[config.mk]
export PLATFORM = sky130hd
export DESIGN_NAME = joystick_servo_slew_command
export DESIGN_NICKNAME = d
export VERILOG_FILES = /design/src/sv/jssc_pkg.sv /design/src/sv/joystick_servo_slew_command.sv /design/src/sv/jssc_div.sv /design/src/sv/jssc_dp.sv /design/src/sv/jssc_ctrl.sv
export VERILOG_INCLUDE_DIRS = /design/src /design/src/sv
export SDC_FILE = /design/constraint.sdc
export NUM_CORES = 1
export LEC_CHECK = 0
export ABC_AREA = 1
export BUFFER_PORTS_ARGS = -buffer_cell sky130_fd_sc_hd__buf_2
export CAP_MARGIN = 10
export CORE_ASPECT_RATIO = 0.75
export CORE_UTILIZATION = 32
export CTS_BUF_LIST = sky130_fd_sc_hd__clkbuf_4 sky130_fd_sc_hd__clkbuf_8
export DETAILED_ROUTE_END_ITERATION = 10
export PLACE_DENSITY_LB_ADDON = 0.1
export SLEW_MARGIN = 20
export SYNTH_ARGS = -nofsm -noshare
export SYNTH_HDL_FRONTEND = slang
export SYNTH_SLANG_ARGS = --single-unit
[constraint.sdc]
create_clock -name clk -period 21.4 [get_ports clk]
set_input_delay 1.07 -clock clk [delete_from_list [all_inputs] [get_ports clk]]
set_output_delay 1.07 -clock clk [all_outputs]
set_load 0.05 [all_outputs]
[src/sv/joystick_servo_slew_command_macros.svh]
// Assertion macros shared by the servo slew command block
`ifndef JOYSTICK_SERVO_SLEW_COMMAND_MACROS_SVH
`define JOYSTICK_SERVO_SLEW_COMMAND_MACROS_SVH
`ifndef SYNTHESIS
// Check a property on every rising edge, off while reset is low
`define JSSC_ASSERT(name, clk, rst_n, prop) \
	name: assert property (@(posedge clk) disable iff (!rst_n) prop) \
		else $error("jssc assertion failed");
// Check a property on every rising edge, reset included
`define JSSC_ASSERT_ALWAYS(name, clk, prop) \
	name: assert property (@(posedge clk) prop) \
		else $error("jssc assertion failed");
`else
`define JSSC_ASSERT(name, clk, rst_n, prop)
`define JSSC_ASSERT_ALWAYS(name, clk, prop)
`endif
`endif

[src/sv/jssc_pkg.sv]
package jssc_pkg;

	// Field widths
	localparam int SAMPLE_W = 12;
	localparam int ANGLE_W  = 8;
	localparam int DUTY_W   = 11;

	// Divider sizing: numerator is distance times angle span, divisor is a sample span
	localparam int DIV_NUM_W = 20;
	localparam int DIV_DEN_W = 12;
	localparam int DIV_CNT_W = $clog2(DIV_NUM_W);

	localparam logic [SAMPLE_W-1:0] SAMPLE_MAX = 12'd4095;
	localparam logic [ANGLE_W-1:0]  MID_ANGLE  = 8'd90;
	localparam logic [ANGLE_W-1:0]  ANGLE_TOP  = 8'd180;

	// Axis codes
	localparam logic AXIS_X = 1'b0;
	localparam logic AXIS_Y = 1'b1;

	// Register indexes on the configuration port
	typedef enum logic [2:0] {
		REG_CENTER_X  = 3'd0,
		REG_CENTER_Y  = 3'd1,
		REG_DEAD_BAND = 3'd2,
		REG_ANGLE_MIN = 3'd3,
		REG_ANGLE_MAX = 3'd4,
		REG_MAX_STEP  = 3'd5,
		REG_TRIM_X    = 3'd6,
		REG_TRIM_Y    = 3'd7
	} reg_idx_t;

	typedef struct packed {
		logic [11:0]       center_x;
		logic [11:0]       center_y;
		logic [10:0]       dead_band;
		logic [6:0]        angle_min;
		logic [7:0]        angle_max;
		logic [6:0]        max_step;
		logic signed [7:0] trim_x;
		logic signed [7:0] trim_y;
	} cfg_t;

	typedef enum logic [2:0] {
		S_IDLE,
		S_MAP,
		S_DIV,
		S_TGT,
		S_SLEW,
		S_DUTY,
		S_OUT
	} state_t;

	// Commands from the controller to the datapath
	typedef struct packed {
		logic load_in;
		logic div_start;
		logic tgt_ld;
		logic slew_ld;
		logic duty_ld;
		logic out_ld;
		logic axis;
	} cmd_t;

	// Status from the datapath to the controller
	typedef struct packed {
		logic div_done;
	} sts_t;

	// Angle to duty table, 0..180 degrees, built at elaboration
	localparam int DUTY_PULSE_MIN  = 500;
	localparam int DUTY_PULSE_SPAN = 2000;
	localparam int DUTY_ANGLES     = 180;
	localparam int DUTY_FULL       = 16383;
	localparam int DUTY_PERIOD     = 20000;

	typedef logic [DUTY_W-1:0] duty_lut_t [0:DUTY_ANGLES];

	function automatic duty_lut_t build_duty_lut();
		duty_lut_t lut;
		int pulse;
		for (int i = 0; i <= DUTY_ANGLES; i++) begin
			pulse = DUTY_PULSE_MIN + (i * DUTY_PULSE_SPAN) / DUTY_ANGLES;
			lut[i] = DUTY_W'((pulse * DUTY_FULL) / DUTY_PERIOD);
		end
		return lut;
	endfunction

	localparam duty_lut_t DUTY_LUT = build_duty_lut();

endpackage

[src/sv/joystick_servo_slew_command.sv]
// m_tvalid rises once both axes are done and the output register is loaded.
// A new sample pair is taken only while idle, after the last pair is through; each axis
// goes through map, divide, target, slew and duty, using the shared one-bit-per-cycle divider.
// A finished result waits in the output register; the next input is taken meanwhile.
// Reset (arst_n low, asynchronous) restores register defaults and both angles to 90.
module joystick_servo_slew_command (
	input  logic        clk,
	input  logic        arst_n,
	// input stream
	input  logic        s_tvalid,
	output logic        s_tready,
	input  logic [23:0] s_tdata,   // sample_x [11:0], sample_y [23:12]
	// output stream
	output logic        m_tvalid,
	input  logic        m_tready,
	output logic [39:0] m_tdata,   // angle_x [7:0], angle_y [15:8], duty_x [26:16],
	                               // duty_y [37:27], zero [39:38]
	// configuration port
	input  logic        psel,
	input  logic        penable,
	input  logic        pwrite,
	input  logic [4:0]  paddr,
	input  logic [31:0] pwdata,
	output logic [31:0] prdata,
	output logic        pready
);

	jssc_pkg::cfg_t   cfg_q;
	jssc_pkg::cmd_t   cmd;
	jssc_pkg::sts_t   sts;
	jssc_pkg::reg_idx_t reg_idx;
	logic             cfg_wr;
	logic [jssc_pkg::ANGLE_W-1:0] angle_x;
	logic [jssc_pkg::ANGLE_W-1:0] angle_y;
	logic [jssc_pkg::DUTY_W-1:0]  duty_x;
	logic [jssc_pkg::DUTY_W-1:0]  duty_y;

	assign pready  = 1'b1;
	assign reg_idx = jssc_pkg::reg_idx_t'(paddr[4:2]);
	assign cfg_wr  = psel && penable && pwrite && pready;

	// Register file writes
	always_ff @(posedge clk or negedge arst_n) begin
		if (!arst_n) begin
			cfg_q.center_x  <= 12'd2048;
			cfg_q.center_y  <= 12'd2048;
			cfg_q.dead_band <= 11'd120;
			cfg_q.angle_min <= 7'd65;
			cfg_q.angle_max <= 8'd115;
			cfg_q.max_step  <= 7'd3;
			cfg_q.trim_x    <= 8'sd0;
			cfg_q.trim_y    <= -8'sd9;
		end else if (cfg_wr) begin
			case (reg_idx)
				jssc_pkg::REG_CENTER_X:  cfg_q.center_x  <= pwdata[11:0];
				jssc_pkg::REG_CENTER_Y:  cfg_q.center_y  <= pwdata[11:0];
				jssc_pkg::REG_DEAD_BAND: cfg_q.dead_band <= pwdata[10:0];
				jssc_pkg::REG_ANGLE_MIN: cfg_q.angle_min <= pwdata[6:0];
				jssc_pkg::REG_ANGLE_MAX: cfg_q.angle_max <= pwdata[7:0];
				jssc_pkg::REG_MAX_STEP:  cfg_q.max_step  <= pwdata[6:0];
				jssc_pkg::REG_TRIM_X:    cfg_q.trim_x    <= $signed(pwdata[7:0]);
				jssc_pkg::REG_TRIM_Y:    cfg_q.trim_y    <= $signed(pwdata[7:0]);
				default: begin
				end
			endcase
		end
	end

	// Register file reads
	always_comb begin
		case (reg_idx)
			jssc_pkg::REG_CENTER_X:  prdata = {20'd0, cfg_q.center_x};
			jssc_pkg::REG_CENTER_Y:  prdata = {20'd0, cfg_q.center_y};
			jssc_pkg::REG_DEAD_BAND: prdata = {21'd0, cfg_q.dead_band};
			jssc_pkg::REG_ANGLE_MIN: prdata = {25'd0, cfg_q.angle_min};
			jssc_pkg::REG_ANGLE_MAX: prdata = {24'd0, cfg_q.angle_max};
			jssc_pkg::REG_MAX_STEP:  prdata = {25'd0, cfg_q.max_step};
			jssc_pkg::REG_TRIM_X:    prdata = {24'd0, cfg_q.trim_x};
			jssc_pkg::REG_TRIM_Y:    prdata = {24'd0, cfg_q.trim_y};
			default:                 prdata = '0;
		endcase
	end

	jssc_ctrl u_ctrl (
		.clk      (clk),
		.arst_n   (arst_n),
		.s_tvalid (s_tvalid),
		.s_tready (s_tready),
		.m_tvalid (m_tvalid),
		.m_tready (m_tready),
		.sts      (sts),
		.cmd      (cmd)
	);

	jssc_dp u_dp (
		.clk      (clk),
		.arst_n   (arst_n),
		.cfg      (cfg_q),
		.cmd      (cmd),
		.sts      (sts),
		.sample_x (s_tdata[11:0]),
		.sample_y (s_tdata[23:12]),
		.angle_x  (angle_x),
		.angle_y  (angle_y),
		.duty_x   (duty_x),
		.duty_y   (duty_y)
	);

	assign m_tdata = {2'b00, duty_y, duty_x, angle_y, angle_x};

endmodule

[src/sv/jssc_div.sv]
module jssc_div (
	input  logic                           clk,
	input  logic                           arst_n,
	input  logic                           start,
	input  logic [jssc_pkg::DIV_NUM_W-1:0] dividend,
	input  logic [jssc_pkg::DIV_DEN_W-1:0] divisor,
	output logic [jssc_pkg::DIV_NUM_W-1:0] quotient,
	output logic                           done
);

	localparam int NW = jssc_pkg::DIV_NUM_W;
	localparam int DW = jssc_pkg::DIV_DEN_W;
	localparam int CW = jssc_pkg::DIV_CNT_W;
	localparam logic [CW-1:0] LAST_STEP = CW'(NW - 1);

	logic          busy_q;
	logic          done_q;
	logic [CW-1:0] cnt_q;
	logic [DW-1:0] den_q;
	logic [DW-1:0] rem_q;
	logic [NW-1:0] quo_q;

	logic [DW:0]   trial;
	logic          fits;
	logic [DW:0]   diff;

	// One restoring step: bring down the next dividend bit and try a subtract
	always_comb begin
		trial = {rem_q, quo_q[NW-1]};
		diff  = trial - {1'b0, den_q};
		fits  = trial >= {1'b0, den_q};
	end

	// Sequence control of the divider
	always_ff @(posedge clk or negedge arst_n) begin
		if (!arst_n) begin
			busy_q <= 1'b0;
			done_q <= 1'b0;
			cnt_q  <= '0;
		end else if (start) begin
			busy_q <= 1'b1;
			done_q <= 1'b0;
			cnt_q  <= '0;
		end else if (busy_q) begin
			cnt_q  <= cnt_q + 1'b1;
			done_q <= cnt_q == LAST_STEP;
			busy_q <= cnt_q != LAST_STEP;
		end else begin
			done_q <= 1'b0;
		end
	end

	// Shift remainder and quotient one bit per cycle
	always_ff @(posedge clk) begin
		if (start) begin
			den_q <= divisor;
			rem_q <= '0;
			quo_q <= dividend;
		end else if (busy_q) begin
			rem_q <= fits ? diff[DW-1:0] : trial[DW-1:0];
			quo_q <= {quo_q[NW-2:0], fits};
		end
	end

	assign quotient = quo_q;
	assign done     = done_q;

endmodule

[src/sv/jssc_dp.sv]
module jssc_dp (
	input  logic                            clk,
	input  logic                            arst_n,
	input  jssc_pkg::cfg_t                  cfg,
	input  jssc_pkg::cmd_t                  cmd,
	output jssc_pkg::sts_t                  sts,
	input  logic [jssc_pkg::SAMPLE_W-1:0]   sample_x,
	input  logic [jssc_pkg::SAMPLE_W-1:0]   sample_y,
	output logic [jssc_pkg::ANGLE_W-1:0]    angle_x,
	output logic [jssc_pkg::ANGLE_W-1:0]    angle_y,
	output logic [jssc_pkg::DUTY_W-1:0]     duty_x,
	output logic [jssc_pkg::DUTY_W-1:0]     duty_y
);

	localparam int SW = jssc_pkg::SAMPLE_W;
	localparam int AW = jssc_pkg::ANGLE_W;
	localparam int NW = jssc_pkg::DIV_NUM_W;
	localparam int DW = jssc_pkg::DIV_DEN_W;

	logic [SW-1:0] sample_q [2];
	logic [AW-1:0] cur_q    [2];
	logic [jssc_pkg::DUTY_W-1:0] duty_q [2];
	logic          neg_q;
	logic          band_q;
	logic [AW-1:0] tgt_q;
	logic [AW-1:0] angle_x_q;
	logic [AW-1:0] angle_y_q;
	logic [jssc_pkg::DUTY_W-1:0] duty_x_q;
	logic [jssc_pkg::DUTY_W-1:0] duty_y_q;

	logic [SW-1:0]        smp;
	logic [SW-1:0]        ctr;
	logic [SW-1:0]        smp_c;
	logic signed [13:0]   lo;
	logic [13:0]          hi;
	logic [13:0]          s14;
	logic                 below;
	logic                 above;
	logic signed [8:0]    k;
	logic                 k_neg;
	logic [7:0]           k_mag;
	logic [13:0]          dist14;
	logic [DW-1:0]        dist12;
	logic [DW-1:0]        span;
	logic [NW-1:0]        prod;
	logic [NW-1:0]        quo;
	logic signed [10:0]   tgt_a;
	logic signed [10:0]   mn11;
	logic signed [10:0]   mx11;
	logic [AW-1:0]        cur;
	logic signed [9:0]    dlt;
	logic signed [9:0]    stp;
	logic [AW-1:0]        cur_new;
	logic signed [9:0]    trim_a;
	logic [AW-1:0]        duty_idx;

	// Capture the samples of an accepted transaction
	always_ff @(posedge clk) begin
		if (cmd.load_in) begin
			sample_q[jssc_pkg::AXIS_X] <= sample_x;
			sample_q[jssc_pkg::AXIS_Y] <= sample_y;
		end
	end

	// Map: classify against the dead band and form numerator and span
	always_comb begin
		smp    = sample_q[cmd.axis];
		ctr    = (cmd.axis == jssc_pkg::AXIS_Y) ? cfg.center_y : cfg.center_x;
		smp_c  = (smp > jssc_pkg::SAMPLE_MAX) ? jssc_pkg::SAMPLE_MAX : smp;
		lo     = $signed({2'b00, ctr}) - $signed({3'b000, cfg.dead_band});
		hi     = {2'b00, ctr} + {3'b000, cfg.dead_band};
		s14    = {2'b00, smp_c};
		below  = $signed(s14) < lo;
		above  = s14 > hi;
		k      = '0;
		dist14 = '0;
		span   = DW'(1);
		if (below) begin
			k      = $signed(9'd90) - $signed({2'b00, cfg.angle_min});
			dist14 = 14'(lo - $signed(s14));
			span   = lo[DW-1:0];
		end else if (above) begin
			k      = $signed({1'b0, cfg.angle_max}) - $signed(9'd90);
			dist14 = s14 - hi;
			span   = DW'({2'b00, jssc_pkg::SAMPLE_MAX} - hi);
		end
		dist12 = dist14[DW-1:0];
		k_neg  = k[8];
		k_mag  = k_neg ? 8'(-k) : 8'(k);
		prod   = NW'(dist12) * NW'(k_mag);
	end

	always_ff @(posedge clk) begin
		if (cmd.div_start) begin
			neg_q  <= below ^ k_neg;
			band_q <= !below && !above;
		end
	end

	jssc_div u_div (
		.clk      (clk),
		.arst_n   (arst_n),
		.start    (cmd.div_start),
		.dividend (prod),
		.divisor  (span),
		.quotient (quo),
		.done     (sts.div_done)
	);

	// Target: offset from mid angle, then raise to min and lower to max;
	// a sample inside the dead band stays at mid angle unclamped
	always_comb begin
		mn11  = $signed({4'b0000, cfg.angle_min});
		mx11  = $signed({3'b000, cfg.angle_max});
		tgt_a = neg_q ? $signed(11'd90) - $signed({2'b00, quo[8:0]})
		              : $signed(11'd90) + $signed({2'b00, quo[8:0]});
		if (!band_q && tgt_a < mn11) begin
			tgt_a = mn11;
		end
		if (!band_q && tgt_a > mx11) begin
			tgt_a = mx11;
		end
	end

	always_ff @(posedge clk) begin
		if (cmd.tgt_ld) begin
			tgt_q <= tgt_a[AW-1:0];
		end
	end

	// Slew: move the kept angle toward the target by at most max_step
	always_comb begin
		cur = cur_q[cmd.axis];
		stp = $signed({3'b000, cfg.max_step});
		dlt = $signed({2'b00, tgt_q}) - $signed({2'b00, cur});
		if (dlt > stp) begin
			dlt = stp;
		end
		if (dlt < -stp) begin
			dlt = -stp;
		end
		cur_new = AW'($signed({2'b00, cur}) + dlt);
	end

	always_ff @(posedge clk or negedge arst_n) begin
		if (!arst_n) begin
			for (int i = 0; i < 2; i++) begin
				cur_q[i] <= jssc_pkg::MID_ANGLE;
			end
		end else if (cmd.slew_ld) begin
			cur_q[cmd.axis] <= cur_new;
		end
	end

	// Duty: add trim, clamp to 0..180, look up the duty
	always_comb begin
		trim_a = $signed({2'b00, cur}) +
			((cmd.axis == jssc_pkg::AXIS_Y) ? 10'(cfg.trim_y) : 10'(cfg.trim_x));
		if (trim_a < 0) begin
			duty_idx = '0;
		end else if (trim_a > $signed({2'b00, jssc_pkg::ANGLE_TOP})) begin
			duty_idx = jssc_pkg::ANGLE_TOP;
		end else begin
			duty_idx = trim_a[AW-1:0];
		end
	end

	always_ff @(posedge clk) begin
		if (cmd.duty_ld) begin
			duty_q[cmd.axis] <= jssc_pkg::DUTY_LUT[duty_idx];
		end
	end

	// Output register, loaded once both axes are done
	always_ff @(posedge clk) begin
		if (cmd.out_ld) begin
			angle_x_q <= cur_q[jssc_pkg::AXIS_X];
			angle_y_q <= cur_q[jssc_pkg::AXIS_Y];
			duty_x_q  <= duty_q[jssc_pkg::AXIS_X];
			duty_y_q  <= duty_q[jssc_pkg::AXIS_Y];
		end
	end

	assign angle_x = angle_x_q;
	assign angle_y = angle_y_q;
	assign duty_x  = duty_x_q;
	assign duty_y  = duty_y_q;

endmodule

[src/sv/jssc_ctrl.sv]
`include "joystick_servo_slew_command_macros.svh"

module jssc_ctrl (
	input  logic           clk,
	input  logic           arst_n,
	input  logic           s_tvalid,
	output logic           s_tready,
	output logic           m_tvalid,
	input  logic           m_tready,
	input  jssc_pkg::sts_t sts,
	output jssc_pkg::cmd_t cmd
);

	jssc_pkg::state_t state_q;
	jssc_pkg::state_t state_d;
	logic             axis_q;
	logic             axis_d;
	logic             out_valid_q;

	// State and axis registers
	always_ff @(posedge clk or negedge arst_n) begin
		if (!arst_n) begin
			state_q <= jssc_pkg::S_IDLE;
			axis_q  <= jssc_pkg::AXIS_X;
		end else begin
			state_q <= state_d;
			axis_q  <= axis_d;
		end
	end

	// Next state and commands
	always_comb begin
		state_d  = state_q;
		axis_d   = axis_q;
		cmd      = '0;
		cmd.axis = axis_q;
		case (state_q)
			jssc_pkg::S_IDLE: begin
				if (s_tvalid) begin
					cmd.load_in = 1'b1;
					axis_d      = jssc_pkg::AXIS_X;
					state_d     = jssc_pkg::S_MAP;
				end
			end
			jssc_pkg::S_MAP: begin
				cmd.div_start = 1'b1;
				state_d       = jssc_pkg::S_DIV;
			end
			jssc_pkg::S_DIV: begin
				if (sts.div_done) begin
					state_d = jssc_pkg::S_TGT;
				end
			end
			jssc_pkg::S_TGT: begin
				cmd.tgt_ld = 1'b1;
				state_d    = jssc_pkg::S_SLEW;
			end
			jssc_pkg::S_SLEW: begin
				cmd.slew_ld = 1'b1;
				state_d     = jssc_pkg::S_DUTY;
			end
			jssc_pkg::S_DUTY: begin
				cmd.duty_ld = 1'b1;
				if (axis_q == jssc_pkg::AXIS_Y) begin
					state_d = jssc_pkg::S_OUT;
				end else begin
					axis_d  = jssc_pkg::AXIS_Y;
					state_d = jssc_pkg::S_MAP;
				end
			end
			jssc_pkg::S_OUT: begin
				if (!out_valid_q || m_tready) begin
					cmd.out_ld = 1'b1;
					state_d    = jssc_pkg::S_IDLE;
				end
			end
			default: begin
				state_d = jssc_pkg::S_IDLE;
			end
		endcase
	end

	// Output valid: set on load, drop once the transaction is taken
	always_ff @(posedge clk or negedge arst_n) begin
		if (!arst_n) begin
			out_valid_q <= 1'b0;
		end else if (cmd.out_ld) begin
			out_valid_q <= 1'b1;
		end else if (m_tready) begin
			out_valid_q <= 1'b0;
		end
	end

	assign s_tready = state_q == jssc_pkg::S_IDLE;
	assign m_tvalid = out_valid_q;

	`JSSC_ASSERT(a_accept_starts_x, clk, arst_n, (s_tvalid && s_tready) |=> (state_q == jssc_pkg::S_MAP && axis_q == jssc_pkg::AXIS_X))
	`JSSC_ASSERT(a_div_done_moves, clk, arst_n, (state_q == jssc_pkg::S_DIV && sts.div_done) |=> (state_q == jssc_pkg::S_TGT))
	`JSSC_ASSERT(a_x_then_y, clk, arst_n, (state_q == jssc_pkg::S_DUTY && axis_q == jssc_pkg::AXIS_X) |=> (state_q == jssc_pkg::S_MAP && axis_q == jssc_pkg::AXIS_Y))
	`JSSC_ASSERT(a_load_shows_valid, clk, arst_n, cmd.out_ld |=> m_tvalid)

endmodule
==> impl_metrics.tcl, run 1 <==
set metrics [dict create \
    ant_nets 0 \
    first_pass_iters 5 \
    dpl.hpwl_um 46700 \
    h-tree-depth 2 \
    worstHoldPathType "flop to flop" \
    drive_gt1_frac 0.121 \
    drt_iter0_markers 1371 \
    rrSetupSlack_ns 10.31 \
    clock-sinks 239 \
    yosys_most_used_dff "edfxtp_1" \
    area_growth_pct 11.0 \
    crit_fanout 58 \
    core_area_um2 63900 \
    yosysTopAreaCell "edfxtp_1" \
    drv_slew 0 \
    finalNetCount 3109 \
    cts_setup_buffers 0 \
    drv_cap 0 \
    worst_path_max_delay_cell "nor2_4" \
    wire_per_inst_um 16.3 \
    timing.rr.start "u_ctrl.axis_q" \
    grt_antenna_before_repair 0 \
    hold_viol 0 \
    die_h_um 223 \
    grt_pass1_vias 17300 \
    fin_crit_sh 0.518 \
    rows 80 \
    cts_resized 0 \
    synth_top_area_frac 0.182 \
    cp-start-kind "flop" \
    setup_viol 0 \
    postCtsHoldBufs 0 \
    worst_path_most_repeated_cell "nand2_1" \
    insertion_delay_ns 0.66 \
    grt_overflow_total 0 \
    cts_tree "yes" \
    die_x_um 296 \
    outcome "completed" \
    numPortBuffers 97 \
    totalWireLength_um 60100 \
    start_util 0.325 \
    rsz0062_at_grt "no" \
    gp_congestion 0.891 \
    clockRootBuffer "clkbuf_8" \
    yosys_warnings 0 \
    synth_edf_count 126 \
    viasPerCell 4.88 \
    required_ns 21.76 \
    tightest_slew_ns 1.03 \
    r2r_end "u_dp.u_div.quotient[17]" \
    synth.most_common_cell "nand2_1" \
    synth-seq-cells 239 \
    synth_async_sr_flop_share 0.423 \
    dieArea_um2 65900 \
    path_clk_slew_ns 0.06 \
    drc 0 \
    avgSynthCellArea_um2 7.70 \
    synth_cells 2698 \
    maxSlewHeadroom 0.312 \
    synth_cell_types 64 \
    via_count 18000 \
    arrival_ns 11.44 \
    fmax_ghz 0.0902 \
    hold_slack_ns 0.418 \
    endpoint "u_dp.u_div.quotient[17]" \
    numCtsBuffers 46 \
    io_pins 143 \
    grt_pass1_wl_um 96200 \
    reg2reg_depth 58 \
    synth_area_leaders "edfxtp_1 (18%), nand2_1 (12%), ha_1 (11%)" \
    startpoint "u_ctrl.axis_q" \
    syn-cell-area_um2 20800 \
    setup_tns_ns 0 \
    track_usage 0.185 \
    seq_area_frac_synth 0.317 \
    antenna_cells 0 \
    fin_crit_ns 11.09 \
    grt_max_degree 59 \
    cpPeakStageDelay_ns 0.61 \
    path_class "flop to flop" \
    clk_path_buf_depth 3 \
    yosys-top-cells-count "nand2_1 (649), inv_1 (403), o21ai_0 (242)" \
    fin_skew_ns 0.0599 \
    end_kind "flop" \
]
==> metal layers <==
metal,global-route usage,part of all wire,wire length (um)
met1,0.289,0.53,31800
met3,0.0240,0.048,2860
met2,0.265,0.41,24400
met5,0,0,0
met4,0.0449,0.018,1070
==> metrics by stage <==
step / setup slack (ns) / instances / utilization / cell area (um^2)
after floorplan: 12.87 / 2719 / - / 20800
after global placement: 10.44 / 3599 / 0.345 / 22000
after detailed placement: 10.34 / 3599 / 0.345 / 22000
after CTS: 10.28 / 3684 / 0.360 / 23000
after global routing: 9.48 / 3685 / 0.361 / 23100
final: 10.31 / 3685 / 0.361 / 23100
==> layout make-up <==
cell class / instances / area (um^2)
sequential: 239 / 6590
clock inverter: 22 / 198
inverter: 427 / 1610
fill: 6792 / 40800
timing repair buffer: 109 / 598
multi-input combinational: 1964 / 12200
tap: 861 / 1080
clock buffer: 63 / 811
==> flip-flops by register name (all words and copies together), names as in the netlist, 8 cells and up <==
| register | flops |
|---|---|
| cfg_q | 73 |
| m_tdata | 22 |
| u_dp.angle_x | 8 |
| u_dp.angle_y | 8 |
| u_dp.cur_q | 16 |
| u_dp.duty_q | 22 |
| u_dp.sample_q | 24 |
| u_dp.tgt_q | 8 |
| u_dp.u_div.den_q | 12 |
| u_dp.u_div.quotient | 20 |
| u_dp.u_div.rem_q | 12 |
==> critical path, delay by kind of cell (launching register included) <==
kind	cells	cell delay, ns
flops	1	0.34
buf+inv	11	1.65
fa+ha+maj	8	3.34
compound gates	7	1.26
simple gates	31	3.90
xor+xnor	1	0.24
==> cells by family (layout without fill, tap and decap cells) <==
kind of cell,Yosys count,in the layout,share of synthesized area
and+or+nand+nor,1104,1104,0.232
AOI/OAI and AO/OA,502,502,0.137
adders and majority gates,254,254,0.178
DFF,239,239,0.317
other,2,23,0.000362
buffers and inverters,516,621,0.101
xor gates and xnor gates,81,81,0.0345
==> how the worst min path moves through the flow <==
stage	endpoint	slack [ns]	cells past startpoint	from
finish	m_tdata[32]	0.42	0	u_dp.duty_q[1][5]
global route	m_tdata[33]	0.43	0	u_dp.duty_q[1][6]
CTS	m_tdata[21]	0.42	0	u_dp.duty_q[0][5]
detailed placement	m_tdata[21]	0.41	0	u_dp.duty_q[0][5]
global placement	m_tdata[32]	0.40	0	u_dp.duty_q[1][5]
floorplan	m_tdata[16]	0.40	0	u_dp.duty_q[0][0]
==> placed cells by master, fill, tap and decap left out, types with 23 or more instances in the layout <==
cell type,n
nand2_1,649
dfrtp_1,70
xor2_1,59
o21ai_0,242
fa_1,68
a21oi_1,118
nor2_1,159
dfstp_2,30
clkbuf_8,54
or2_2,26
inv_1,403
ha_1,186
buf_2,96
nand3_1,145
edfxtp_1,126
nor3_1,25
conb_1,23
o22ai_1,23
Power of run 1 is left out: the tool's default activity adds up to more than one toggle a clock period on the data nets, which glitch-free logic cannot reach.
==> inputs of run 2 (changes only) <==
==> constraint.sdc (replaced) <==
create_clock -name clk -period 9.05 [get_ports clk]
set_input_delay 0.4525 -clock clk [delete_from_list [all_inputs] [get_ports clk]]
set_output_delay 0.4525 -clock clk [all_outputs]
set_load 0.05 [all_outputs]
==> run 2 against run 1 <==
Routed wire length increased by 4.7%. Clock skew decreased by 0.015 ns. Via count increased by 1.7%. Core utilization increased by 1.7 points. Sequential share of layout area decreased by 1.3 points. Final cell count increased by 2.7%. Critical path depth decreased by 9. Critical endpoint is now u_dp.u_div.quotient[18]. Final area increased by 4.7%.
==> impl_metrics.tcl, run 2 (synthesis results as in run 1) <==
set metrics [dict create \
    outcome "completed" \
    clock-sinks 239 \
    fmax_ghz 0.116 \
    io_pins 143 \
    layout_common_cells "nand2_1 (640), inv_1 (399), o21ai_0 (229), ha_1 (179), nor2_1 (155)" \
    largest_reg_flops 73 \
    finalNetCount 3209 \
    grtUsageMet1 0.292 \
    rows 80 \
    h-tree-depth 2 \
    clockRootBuffer "clkbuf_8" \
    crit_fanout 7 \
    first_pass_iters 6 \
    core_area_um2 63900 \
    grt_pass1_wl_um 98400 \
    multi_input_area_um2 12400 \
    wire_per_inst_um 16.6 \
    clk_path_buf_depth 3 \
    insertion_delay_ns 0.66 \
    tightest_slew_ns 0.905 \
    fin_skew_ns 0.0447 \
    die_h_um 223 \
    reg2reg_depth 49 \
    cts_tree "yes" \
    path_class "flop to flop" \
    path_clk_slew_ns 0.06 \
    worstHoldPathType "input port to flop" \
    die_x_um 296 \
    fill_cells 6774 \
    hold_viol 0 \
    ant_nets 0 \
    fin_crit_ns 8.65 \
    grt_pass1_vias 17500 \
    numCtsBuffers 45 \
    grtUsageMet2 0.273 \
    drv_slew 0 \
    drive_gt1_frac 0.162 \
    track_usage 0.191 \
    seqCellArea_um2 6590 \
    via_count 18300 \
    maxSlewHeadroom 0.391 \
    fin_crit_sh 0.956 \
    dpl.hpwl_um 48800 \
    worst_path_most_repeated_cell "inv_1" \
    antenna_cells 0 \
    reg.largest.list "cfg_q x73, u_dp.sample_q x24" \
    grt_max_degree 56 \
    arrival_ns 9.03 \
    required_ns 9.43 \
    totalWireLength_um 62900 \
    drt_iter0_markers 1231 \
    gr-usage-met3 0.0339 \
    grt_overflow_total 0 \
    gp_congestion 0.893 \
    dieArea_um2 65900 \
    setup_tns_ns 0 \
    final_common_cell "nand2_1" \
    end_kind "flop" \
    whs_path_depth 3 \
    largest_register "cfg_q" \
    viasPerCell 4.83 \
    grt.busiest_layer "met1" \
    drc 0 \
    cpPeakStageDelay_ns 0.53 \
    grt_antenna_before_repair 1 \
    worst_path_max_delay_cell "fa_1" \
    area_growth_pct 16.3 \
    cp-start-kind "flop" \
    numPortBuffers 97 \
    drv_cap 0 \
    start_util 0.325 \
    setup_viol 0 \
]
## run 2: worst max-delay path, delay by kind of cell, from the launching register on
kind                       cells  cell delay (ns)
DFF                            1             0.41
AOI/OAI and AO/OA              9             1.36
and+or+nand+nor               19             1.99
xor gates and xnor gates       1             0.19
buffers and inverters         12             1.13
adders and majority gates      8             3.26
## run 2: final timing paths
check / slack (ns) / endpoint / start
worst min-delay path: 0.08 / cfg_q[48] / pwdata[10]
min in group asynchronous: 0.39 / cfg_q[67] / arst_n
worst max-delay path: 0.40 / u_dp.u_div.quotient[18] / u_ctrl.axis_q
worst max register to register: 0.40 / u_dp.u_div.quotient[18] / u_ctrl.axis_q
worst min register to register: 0.42 / m_tdata[35] / u_dp.duty_q[1][8]
max in group asynchronous: 7.35 / u_dp.u_div.cnt_q[0] / arst_n
## run 2: cell type report
cell class / count / share of cell area
clock buffer: 72 / 0.0361
clock inverter: 11 / 0.00492
inverter: 427 / 0.0667
multi-input combinational: 1964 / 0.515
sequential: 239 / 0.273
tap: 861 / 0.0446
timing repair buffer: 210 / 0.0593
## run 2: through the flow
step | std cells | area, um^2 | utilization | setup slack (ns) | hold WS, ns
2_1_floorplan | 2719 | 20800 | - | 0.519 | 0.157
3_3_place_gp | 3656 | 22400 | 0.351 | 0.166 | 0.403
3_5_place_dp | 3656 | 22400 | 0.351 | 0.114 | 0.405
4_1_cts | 3765 | 23700 | 0.371 | 0.0635 | 0.0233
5_1_grt | 3784 | 24200 | 0.378 | -0.0402 | 0.0848
6_report | 3784 | 24200 | 0.378 | 0.400 | 0.0820
## run 2: metal layers
metal  wire, um  part of all wire  up-vias
li1           -                 -     9171
met1      32500              0.52     8640
met2      25800              0.41      393
met3       3400             0.054       68
met4       1220             0.019        2
met5         16           0.00025        -
## run 2: repair_timing
| action | in CTS | in global routing |
|---|---|---|
| resized for setup | 0 | 79 |
| endpoints found under the setup margin | 0 | 10 |
| hold endpoints to repair | 61 | 0 |
| hold buffers | 26 | 0 |
| setup buffers | 0 | 18 |
Power of run 2 is left out for the same reason.
